## config.mk

```make
export PLATFORM = sky130hd
export DESIGN_NAME = udp_header_insert_realign_top_flat
export DESIGN_NICKNAME = d
export VERILOG_FILES = /design/src/hw/rtl/uhir_pkg.sv /design/src/hw/rtl/uhir_if.sv /design/src/hw/rtl/uhir_front.sv /design/src/hw/rtl/uhir_queue.sv /design/src/hw/rtl/uhir_back.sv /design/src/hw/rtl/udp_header_insert_realign_top.sv /design/src/flat_wrapper.sv
export SDC_FILE = /design/constraint.sdc
export NUM_CORES = 1
export LEC_CHECK = 0
export BUFFER_PORTS_ARGS = -buffer_cell sky130_fd_sc_hd__buf_2
export CORE_MARGIN = 2
export CORE_UTILIZATION = 63
export CTS_BUF_LIST = sky130_fd_sc_hd__clkbuf_4
export DETAILED_ROUTE_END_ITERATION = 12
export GPL_ROUTABILITY_DRIVEN = 0
export GPL_TIMING_DRIVEN = 0
export PLACE_DENSITY = 0.87
export SLEW_MARGIN = 30
export SYNTH_ARGS = -nofsm -noshare
export SYNTH_HDL_FRONTEND = slang
export SYNTH_SLANG_ARGS = --single-unit
export TNS_END_PERCENT = 30
```

## constraint.sdc

```tcl
create_clock -name clk_i -period 22.2 [get_ports clk_i]
set_input_delay 2.22 -clock clk_i [delete_from_list [all_inputs] [get_ports clk_i]]
set_output_delay 2.22 -clock clk_i [all_outputs]
set_load 0.01 [all_outputs]
```

## src/hw/rtl/uhir_pkg.sv

```systemverilog
// Package for the UDP header insertion and realignment block.
// Holds command codes, header constants, the queue entry type and byte helpers.
// No dependencies.
package uhir_pkg;

  localparam logic CMD_START   = 1'b0;
  localparam logic CMD_PAYLOAD = 1'b1;

  // Protocol number 17 (UDP) as it sits in the pseudo-header word, byte swapped.
  localparam logic [15:0] PROTO_WORD = 16'h1100;
  localparam logic [15:0] HDR_BYTES  = 16'd8;
  localparam logic [15:0] HALF_BYTES = 16'd4;
  localparam logic [7:0]  KEEP_ALL   = 8'hFF;
  localparam logic [3:0]  KEEP_LOW   = 4'hF;

  // One classified item: one or two stream words to send.
  typedef struct packed {
    logic [63:0] data0;
    logic [7:0]  keep0;
    logic        last0;
    logic        two;
    logic [63:0] data1;
    logic [7:0]  keep1;
    logic        last1;
  } op_t;

  function automatic logic [31:0] bswap32(input logic [31:0] v);
    return {v[7:0], v[15:8], v[23:16], v[31:24]};
  endfunction

  function automatic logic [15:0] bswap16(input logic [15:0] v);
    return {v[7:0], v[15:8]};
  endfunction

  // Mask with the low n bits set, n from 0 to 4.
  function automatic logic [3:0] low_mask4(input logic [2:0] n);
    logic [3:0] m;
    case (n)
      3'd0:    m = 4'h0;
      3'd1:    m = 4'h1;
      3'd2:    m = 4'h3;
      3'd3:    m = 4'h7;
      default: m = 4'hF;
    endcase
    return m;
  endfunction

endpackage

```

## src/hw/rtl/uhir_if.sv

```systemverilog
// Stream interfaces of the UDP header insertion block: request and word channels.
// Depends on nothing; valid/ready handshake on each.
interface uhir_in_if;
  logic        valid;
  logic        ready;
  logic        cmd;
  logic [31:0] ip_src;
  logic [31:0] ip_dst;
  logic [15:0] udp_sport;
  logic [15:0] udp_dport;
  logic [15:0] payload_length;
  logic [63:0] payload_data;

  modport source (
    output valid, cmd, ip_src, ip_dst, udp_sport, udp_dport, payload_length,
           payload_data,
    input  ready
  );
  modport sink (
    input  valid, cmd, ip_src, ip_dst, udp_sport, udp_dport, payload_length,
           payload_data,
    output ready
  );
endinterface

interface uhir_out_if;
  logic        valid;
  logic        ready;
  logic [63:0] out_data;
  logic [7:0]  out_keep;
  logic        out_last;

  modport source (output valid, out_data, out_keep, out_last, input ready);
  modport sink (input valid, out_data, out_keep, out_last, output ready);
endinterface

```

## src/hw/rtl/uhir_front.sv

```systemverilog
// Front end: accepts requests, tracks packet state and builds the words to send.
// Depends on uhir_pkg and uhir_in_if.
module uhir_front (
  input  logic            clk_i,
  input  logic            rst_ni,
  uhir_in_if.sink         in_i,
  input  logic            full_i,
  output logic            push_o,
  output uhir_pkg::op_t   op_o
);

  logic        in_packet_q, in_packet_d;
  logic [31:0] held_q, held_d;
  logic [15:0] left_q, left_d;
  logic        accept;
  logic        emit;
  logic [15:0] udp_len;
  logic [2:0]  res_n;

  assign in_i.ready = !full_i;
  assign accept     = in_i.valid && !full_i;
  assign udp_len    = in_i.payload_length + uhir_pkg::HDR_BYTES;
  // Residue byte count when between five and eight bytes remain.
  assign res_n      = left_q[2:0] - uhir_pkg::HALF_BYTES[2:0];

  always_comb begin
    in_packet_d = in_packet_q;
    held_d      = held_q;
    left_d      = left_q;
    emit        = 1'b0;
    op_o        = '0;
    if (in_i.cmd == uhir_pkg::CMD_START) begin
      op_o.data0 = {uhir_pkg::bswap32(in_i.ip_src), uhir_pkg::bswap16(udp_len),
                    uhir_pkg::PROTO_WORD};
      op_o.keep0 = uhir_pkg::KEEP_ALL;
      op_o.two   = 1'b1;
      op_o.data1 = {uhir_pkg::bswap16(in_i.udp_dport), uhir_pkg::bswap16(in_i.udp_sport),
                    uhir_pkg::bswap32(in_i.ip_dst)};
      op_o.keep1 = uhir_pkg::KEEP_ALL;
      if (accept && !in_packet_q) begin
        emit        = 1'b1;
        in_packet_d = 1'b1;
        held_d      = {16'h0000, uhir_pkg::bswap16(udp_len)};
        left_d      = udp_len - uhir_pkg::HDR_BYTES;
      end
    end else begin
      op_o.data0 = {in_i.payload_data[31:0], held_q};
      op_o.data1 = {32'h0, in_i.payload_data[63:32]};
      if (left_q > uhir_pkg::HDR_BYTES) begin
        op_o.keep0 = uhir_pkg::KEEP_ALL;
      end else if (left_q > uhir_pkg::HALF_BYTES) begin
        op_o.keep0 = uhir_pkg::KEEP_ALL;
        op_o.two   = 1'b1;
        op_o.keep1 = {4'h0, uhir_pkg::low_mask4(res_n)};
        op_o.last1 = 1'b1;
      end else begin
        op_o.keep0 = {uhir_pkg::low_mask4(left_q[2:0]), uhir_pkg::KEEP_LOW};
        op_o.last0 = 1'b1;
      end
      if (accept && in_packet_q) begin
        emit   = 1'b1;
        held_d = in_i.payload_data[63:32];
        if (left_q > uhir_pkg::HDR_BYTES) begin
          left_d = left_q - uhir_pkg::HDR_BYTES;
        end else begin
          left_d      = '0;
          in_packet_d = 1'b0;
        end
      end
    end
  end

  assign push_o = emit;

  always_ff @(posedge clk_i or negedge rst_ni) begin
    if (!rst_ni) begin
      in_packet_q <= 1'b0;
      held_q      <= '0;
      left_q      <= '0;
    end else begin
      in_packet_q <= in_packet_d;
      held_q      <= held_d;
      left_q      <= left_d;
    end
  end

endmodule

```

## src/hw/rtl/uhir_queue.sv

```systemverilog
// Small FIFO of classified operations between the front and back ends.
// Depends on uhir_pkg.
module uhir_queue #(
  parameter int Depth = 2
) (
  input  logic          clk_i,
  input  logic          rst_ni,
  input  logic          push_i,
  input  uhir_pkg::op_t push_op_i,
  output logic          full_o,
  input  logic          pop_i,
  output logic          empty_o,
  output uhir_pkg::op_t head_o
);

  localparam int PtrW = (Depth > 1) ? $clog2(Depth) : 1;
  localparam int CntW = $clog2(Depth + 1);

  uhir_pkg::op_t mem_q [Depth];
  logic [PtrW-1:0] wr_q, rd_q;
  logic [CntW-1:0] cnt_q;
  logic            do_push, do_pop;

  assign full_o  = (cnt_q == CntW'(Depth));
  assign empty_o = (cnt_q == '0);
  assign head_o  = mem_q[rd_q];
  assign do_push = push_i && !full_o;
  assign do_pop  = pop_i && !empty_o;

  always_ff @(posedge clk_i) begin
    if (do_push) begin
      mem_q[wr_q] <= push_op_i;
    end
  end

  always_ff @(posedge clk_i or negedge rst_ni) begin
    if (!rst_ni) begin
      wr_q  <= '0;
      rd_q  <= '0;
      cnt_q <= '0;
    end else begin
      if (do_push) begin
        wr_q <= (wr_q == PtrW'(Depth - 1)) ? '0 : wr_q + 1'b1;
      end
      if (do_pop) begin
        rd_q <= (rd_q == PtrW'(Depth - 1)) ? '0 : rd_q + 1'b1;
      end
      if (do_push && !do_pop) begin
        cnt_q <= cnt_q + 1'b1;
      end else if (do_pop && !do_push) begin
        cnt_q <= cnt_q - 1'b1;
      end
    end
  end

endmodule

```

## src/hw/rtl/uhir_back.sv

```systemverilog
// Back end: sends the one or two words of each queued operation through an
// output register. Depends on uhir_pkg and uhir_out_if.
module uhir_back (
  input  logic          clk_i,
  input  logic          rst_ni,
  input  logic          empty_i,
  input  uhir_pkg::op_t head_i,
  output logic          pop_o,
  uhir_out_if.source    out_o
);

  logic        valid_q, valid_d;
  logic        second_q, second_d;
  logic [63:0] data_q, data_d;
  logic [7:0]  keep_q, keep_d;
  logic        last_q, last_d;
  logic        load;

  assign load = !valid_q || out_o.ready;

  always_comb begin
    valid_d  = valid_q;
    second_d = second_q;
    data_d   = data_q;
    keep_d   = keep_q;
    last_d   = last_q;
    pop_o    = 1'b0;
    if (load) begin
      valid_d = !empty_i;
      if (!empty_i) begin
        if (second_q) begin
          data_d   = head_i.data1;
          keep_d   = head_i.keep1;
          last_d   = head_i.last1;
          second_d = 1'b0;
          pop_o    = 1'b1;
        end else begin
          data_d   = head_i.data0;
          keep_d   = head_i.keep0;
          last_d   = head_i.last0;
          second_d = head_i.two;
          pop_o    = !head_i.two;
        end
      end
    end
  end

  always_ff @(posedge clk_i or negedge rst_ni) begin
    if (!rst_ni) begin
      valid_q  <= 1'b0;
      second_q <= 1'b0;
    end else begin
      valid_q  <= valid_d;
      second_q <= second_d;
    end
  end

  always_ff @(posedge clk_i) begin
    data_q <= data_d;
    keep_q <= keep_d;
    last_q <= last_d;
  end

  assign out_o.valid    = valid_q;
  assign out_o.out_data = data_q;
  assign out_o.out_keep = keep_q;
  assign out_o.out_last = last_q;

endmodule

```

## src/hw/rtl/udp_header_insert_realign_top.sv

```systemverilog
// A result word passes through the queue and the output register before it is valid
// on out_o; the second word of a two-word request follows it.
// Throughput: one request per cycle, one output word per cycle, while the queue has
// room and out_o is ready; header starts and final residues need a second output word.
// Reset (rst_ni, asynchronous, active low) empties the queue and returns to idle.
module udp_header_insert_realign_top #(
  parameter int QueueDepth = 2
) (
  input  logic       clk_i,
  input  logic       rst_ni,
  uhir_in_if.sink    in_i,
  uhir_out_if.source out_o
);

  // The front end owns the packet state: whether a packet is open, the four
  // bytes carried into the next word, and the payload bytes still expected.
  // Each accepted transaction is classified there into a queue entry holding
  // the complete word or words it produces. Out-of-place requests (a start
  // inside a packet, a payload word outside one) leave no entry.
  logic          push;
  logic          full;
  logic          pop;
  logic          empty;
  uhir_pkg::op_t push_op;
  uhir_pkg::op_t head_op;

  uhir_front u_front (
    .clk_i  (clk_i),
    .rst_ni (rst_ni),
    .in_i   (in_i),
    .full_i (full),
    .push_o (push),
    .op_o   (push_op)
  );

  // The queue decouples the two halves, so the input keeps flowing while the
  // back end sends the second word of a two-word entry.
  uhir_queue #(
    .Depth (QueueDepth)
  ) u_queue (
    .clk_i     (clk_i),
    .rst_ni    (rst_ni),
    .push_i    (push),
    .push_op_i (push_op),
    .full_o    (full),
    .pop_i     (pop),
    .empty_o   (empty),
    .head_o    (head_op)
  );

  // The back end walks each entry word by word into the output register and
  // retires the entry once its last word has been loaded.
  uhir_back u_back (
    .clk_i   (clk_i),
    .rst_ni  (rst_ni),
    .empty_i (empty),
    .head_i  (head_op),
    .pop_o   (pop),
    .out_o   (out_o)
  );

endmodule
```

## src/flat_wrapper.sv

```systemverilog
// flat-port wrapper written by rule: the top's interface ports become plain ports
module udp_header_insert_realign_top_flat 
#(
  parameter int QueueDepth = 2
)
  (clk_i, rst_ni, in_i_valid, in_i_cmd, in_i_ip_src, in_i_ip_dst, in_i_udp_sport, in_i_udp_dport, in_i_payload_length, in_i_payload_data, in_i_ready, out_o_valid, out_o_out_data, out_o_out_keep, out_o_out_last, out_o_ready);
  uhir_in_if in_i_i ();
  uhir_out_if out_o_i ();
  input  logic clk_i;
  input  logic rst_ni;
  input wire logic [$bits(in_i_i.valid)-1:0] in_i_valid;
  input wire logic [$bits(in_i_i.cmd)-1:0] in_i_cmd;
  input wire logic [$bits(in_i_i.ip_src)-1:0] in_i_ip_src;
  input wire logic [$bits(in_i_i.ip_dst)-1:0] in_i_ip_dst;
  input wire logic [$bits(in_i_i.udp_sport)-1:0] in_i_udp_sport;
  input wire logic [$bits(in_i_i.udp_dport)-1:0] in_i_udp_dport;
  input wire logic [$bits(in_i_i.payload_length)-1:0] in_i_payload_length;
  input wire logic [$bits(in_i_i.payload_data)-1:0] in_i_payload_data;
  output wire logic [$bits(in_i_i.ready)-1:0] in_i_ready;
  output wire logic [$bits(out_o_i.valid)-1:0] out_o_valid;
  output wire logic [$bits(out_o_i.out_data)-1:0] out_o_out_data;
  output wire logic [$bits(out_o_i.out_keep)-1:0] out_o_out_keep;
  output wire logic [$bits(out_o_i.out_last)-1:0] out_o_out_last;
  input wire logic [$bits(out_o_i.ready)-1:0] out_o_ready;
  assign in_i_i.valid = in_i_valid;
  assign in_i_i.cmd = in_i_cmd;
  assign in_i_i.ip_src = in_i_ip_src;
  assign in_i_i.ip_dst = in_i_ip_dst;
  assign in_i_i.udp_sport = in_i_udp_sport;
  assign in_i_i.udp_dport = in_i_udp_dport;
  assign in_i_i.payload_length = in_i_payload_length;
  assign in_i_i.payload_data = in_i_payload_data;
  assign in_i_ready = in_i_i.ready;
  assign out_o_valid = out_o_i.valid;
  assign out_o_out_data = out_o_i.out_data;
  assign out_o_out_keep = out_o_i.out_keep;
  assign out_o_out_last = out_o_i.out_last;
  assign out_o_i.ready = out_o_ready;
  udp_header_insert_realign_top #(.QueueDepth(QueueDepth)) u_core (.clk_i(clk_i), .rst_ni(rst_ni), .in_i(in_i_i), .out_o(out_o_i));
endmodule
```

==> summary.md <==
| Metric | Value |
|---|---|
| Status | `complete, no violations` |
| Tcrit/Tclk final | `0.227` |
| Initial core utilization | `0.643` |
| Worst min-delay path class | `register to register` |
| Area leader, netlist | `edfxtp_1` |
| Area share of the largest cell type after synthesis | `0.632` |
| Largest family of logic cells by synthesized area | `multiplexers` |
| Post-synthesis cell count | `1016` |
| Final hold violations | `0` |
| Overflow after GRT | `0` |
| VDD IR max | `0.0874 mV` |
| Power Internal | `1780 uW` |
| Total core area | `0.0261 mm^2` |
| Post-synthesis mux area share | `0.131` |
| Ys flop type | `edfxtp_1` |
| Synth Area in XOR/XNOR | `0.0131` |
| DP Wirelength | `27500 um` |
| Pre-antenna DRT Iters | `6` |
| Cell Pwr Density | `127 mW/mm^2` |
| Rows | `59` |
| Sw Share | `0.305` |
| R2R cell count | `10` |
| Synth warn | `0` |
| DRT antenna net count | `0` |
| Worst Path Required | `22630 ps` |
| Setup CP Type | `primary input to register` |
| Synthesized area | `0.0168 mm^2` |
| Min Clock Period, post-route | `5050 ps` |
| WL per Instance | `22.3 um` |
| Final-report max-slew violation count | `0` |
| Die Height | `167 um` |
| Final setup viols | `0` |
| Syn_area_per_cell | `16.5 um^2` |
| CTS sink cnt | `408` |
| Post-synth EDFFs | `353` |
| Reg2reg start | `u_core.u_queue.cnt_q[0]` |
| First-pass GRT wire length | `61100 um` |
| TritonCTS clock tree | `yes` |
| Post-layout nets | `1567` |
| Crit-path max FO | `19` |
| Synth area leaders | `edfxtp_1 63%, mux4_2 8.7%, dfrtp_1 8.2%` |
| Initial antenna violation count | `2` |
| Synth Area in Simple Gates | `0.0649` |
| Die area | `0.0279 mm^2` |
| Final core occ | `0.776` |
| Asr flop ratio synth | `0.135` |
| Worst slew pin tran | `936 ps` |
| Flops & latches, synth | `408` |
| Sw Pwr | `782 uW` |
| Cell variety after synth | `64` |
| Min Hold Slack | `476 ps` |
| Skew-Pair Late Insertion Delay | `740 ps` |
| Setup Buffers After CTS | `0` |
| Sequential fraction of the synthesis area | `0.715` |
| Synth Net Count | `1200` |
| Layout cells sized above 1 | `0.396` |
| Die Width | `167 um` |
| H-tree levels | `3` |
| Residual DRC count | `0` |
| Worst hold start | `u_core.u_front.held_q[11]` |
| Drt via density | `5.98` |
| PortBufs | `251` |
| Routed wire length | `40200 um` |
| Root buffer cell | `clkbuf_4` |
| Crit end category | `register` |
| Largest net degree at the start of global routing | `56` |
| Fmax | `0.198 GHz` |
| Max-cap viol count | `0` |
| Power share of the clock group | `0.256` |
| R2R Path End | `u_core.u_queue.mem_q[0][62]` |
| RSZ-0062 raised after global routing | `no` |
| Initial DRC Count | `1158` |
| Worst Skew | `57.8 ps` |
| Vias | `10800` |
| Post-CTS sizing | `0` |
| Relative slew slack | `0.376` |
| R2R setup slack | `18860 ps` |
| Worst Setup Start Kind | `primary input` |
| Lkg Pwr | `0.00765 uW` |
| WHS Endpoint | `u_core.u_front.held_q[11]` |
| Max Buffers Root-to-Sink | `3` |
| CP Data Arrival Time | `5470 ps` |
| Share of power burned in registers | `0.469` |
| Combinational cell fraction of total power | `0.276` |
| Setup tns final | `0 ps` |
| Area delta synth->final | `20.6%` |
| Worst-path clk slew | `60 ps` |
| WHS Path Cells | `2` |
| CTS Buf Count | `99` |
| Number of global-route vias before repair | `11100` |
| Ports | `256` |
| GRT Util Overall | `0.291` |
| PnR Total Power | `2560 uW` |
| Synth Area in Adders | `0.00224` |
| Compound-Gate Fraction of Synth Area | `0.0517` |
| Hold Buf Count CTS | `0` |
sequential cells by signal (all words and copies together) (netlist names):
register / flops
u_core.u_queue.cnt_q: 2
u_core.u_back.out_o.out_data: 64
u_core.u_front.in_packet_q: 1
u_core.u_front.left_q: 16
u_core.u_queue.wr_q: 1
u_core.u_back.out_o.out_keep: 8
u_core.u_back.second_q: 1
u_core.u_queue.rd_q: 1
u_core.u_queue.mem_q: 280
u_core.u_front.held_q: 32
u_core.u_back.out_o.valid: 1
u_core.u_back.out_o.out_last: 1
stage by stage:
stage	instances	setup WS, ps	instance area [um^2]
2_1_floorplan	1016	12500	16800
3_3_place_gp	1602	8510	18400
3_5_place_dp	1617	16510	18800
4_1_cts	1804	17280	20200
5_1_grt	1805	17120	20200
6_report	1805	17150	20200
Yosys cell counts, types with 6 or more instances:
cell and count:
mux2_2 54, inv_1 36, nand2b_1 7, and2_1 16
mux4_2 65, clkbuf_1 40, nor2b_1 34, o31ai_1 6
o21ai_0 69, nor3_1 15, edfxtp_1 353, buf_1 9
xor2_1 9, nor2_1 32, a21oi_1 16, dfrtp_1 55
mux2i_1 13, xnor2_1 16, o211ai_1 6, nand2_1 77
worst max-delay path by stage:
stage | start | end | slack, ps
6_report | in_i_cmd | u_core.u_queue.mem_q[0][62] | 17150
5_1_grt | in_i_cmd | u_core.u_queue.mem_q[0][71] | 17120
4_1_cts | in_i_cmd | u_core.u_queue.mem_q[0][137] | 17280
3_5_place_dp | in_i_cmd | u_core.u_queue.mem_q[0][134] | 16510
3_3_place_gp | in_i_cmd | u_core.u_queue.mem_q[0][121] | 8510
2_1_floorplan | in_i_cmd | u_core.u_queue.mem_q[0][0] | 12500
area by class of cell:
class,count,area (um^2)
Antenna cell,1,2.50
Multi-Input combinational cell,515,4430
Inverter,36,135
Clock inverter,24,168
Timing Repair Buffer,266,1610
Tap cell,335,419
Fill cell,1467,5850
Sequential cell,408,12000
Clock buffer,163,1220
Buffer,57,240
cell usage in the layout (no fill, tap or decap), types with 5 or more instances in the layout:
cell      netlist  final
nor3_1         15     15
buf_1           9      6
nor4_1          5      5
buf_2           5    256
dfrtp_1        55     55
o31ai_1         6      6
clkbuf_1       40     40
mux2_2         54     54
xnor2_1        16     16
nand2_1        77     77
mux2i_1        13     13
clkinv_2        0      5
mux4_2         65     65
nor2_1         32     31
o21a_1          5      5
o21ai_0        69     69
buf_16          0      9
nor2b_1        34     34
and2_1         16     15
o211ai_1        6      6
nand2b_1        7      7
clkbuf_4        0    163
a21oi_1        16     15
xor2_1          9      9
edfxtp_1      353    353
clkinv_1        0     13
nand3_1         5      5
inv_1          36     36
cell families (layout without fill, tap and decap cells):
logic type | count (synthesis) | in the layout
other | 0 | 1
xor gates and xnor gates | 25 | 25
and+or+nand+nor | 214 | 214
DFF | 408 | 408
buffers and inverters | 93 | 546
AOI/OAI and AO/OA | 141 | 141
adders and majority gates | 3 | 3
muxes | 132 | 132
worst max-delay path, stage by stage:
cell and delay [ps]:
clkbuf_1 610, xnor2_1 190, nand3_1 310, clkbuf_1 390
clkbuf_1 390, nor2_4 390, buf_16 220, buf_16 190
buf_16 180, buf_16 170, buf_16 170
power by group through the flow:
stage / logic [uW] / registers (uW) / clock network [uW]
6_report: 706 / 1200 / 656
5_1_grt: 758 / 1210 / 709
4_1_cts: 712 / 1200 / 665
3_5_place_dp: 710 / 1210 / 0
3_3_place_gp: 631 / 1250 / 0
2_1_floorplan: 391 / 1250 / 0
metal layers:
metal / up-vias / track usage / wire length (um)
met1: 5276 / 0.370 / 14900
met4: 2 / 0.118 / 1350
met5: - / 0 / 13
li1: 4716 / - / -
met2: 685 / 0.487 / 20000
met3: 110 / 0.0707 / 3890
Power figures use the tool's default switching activity.
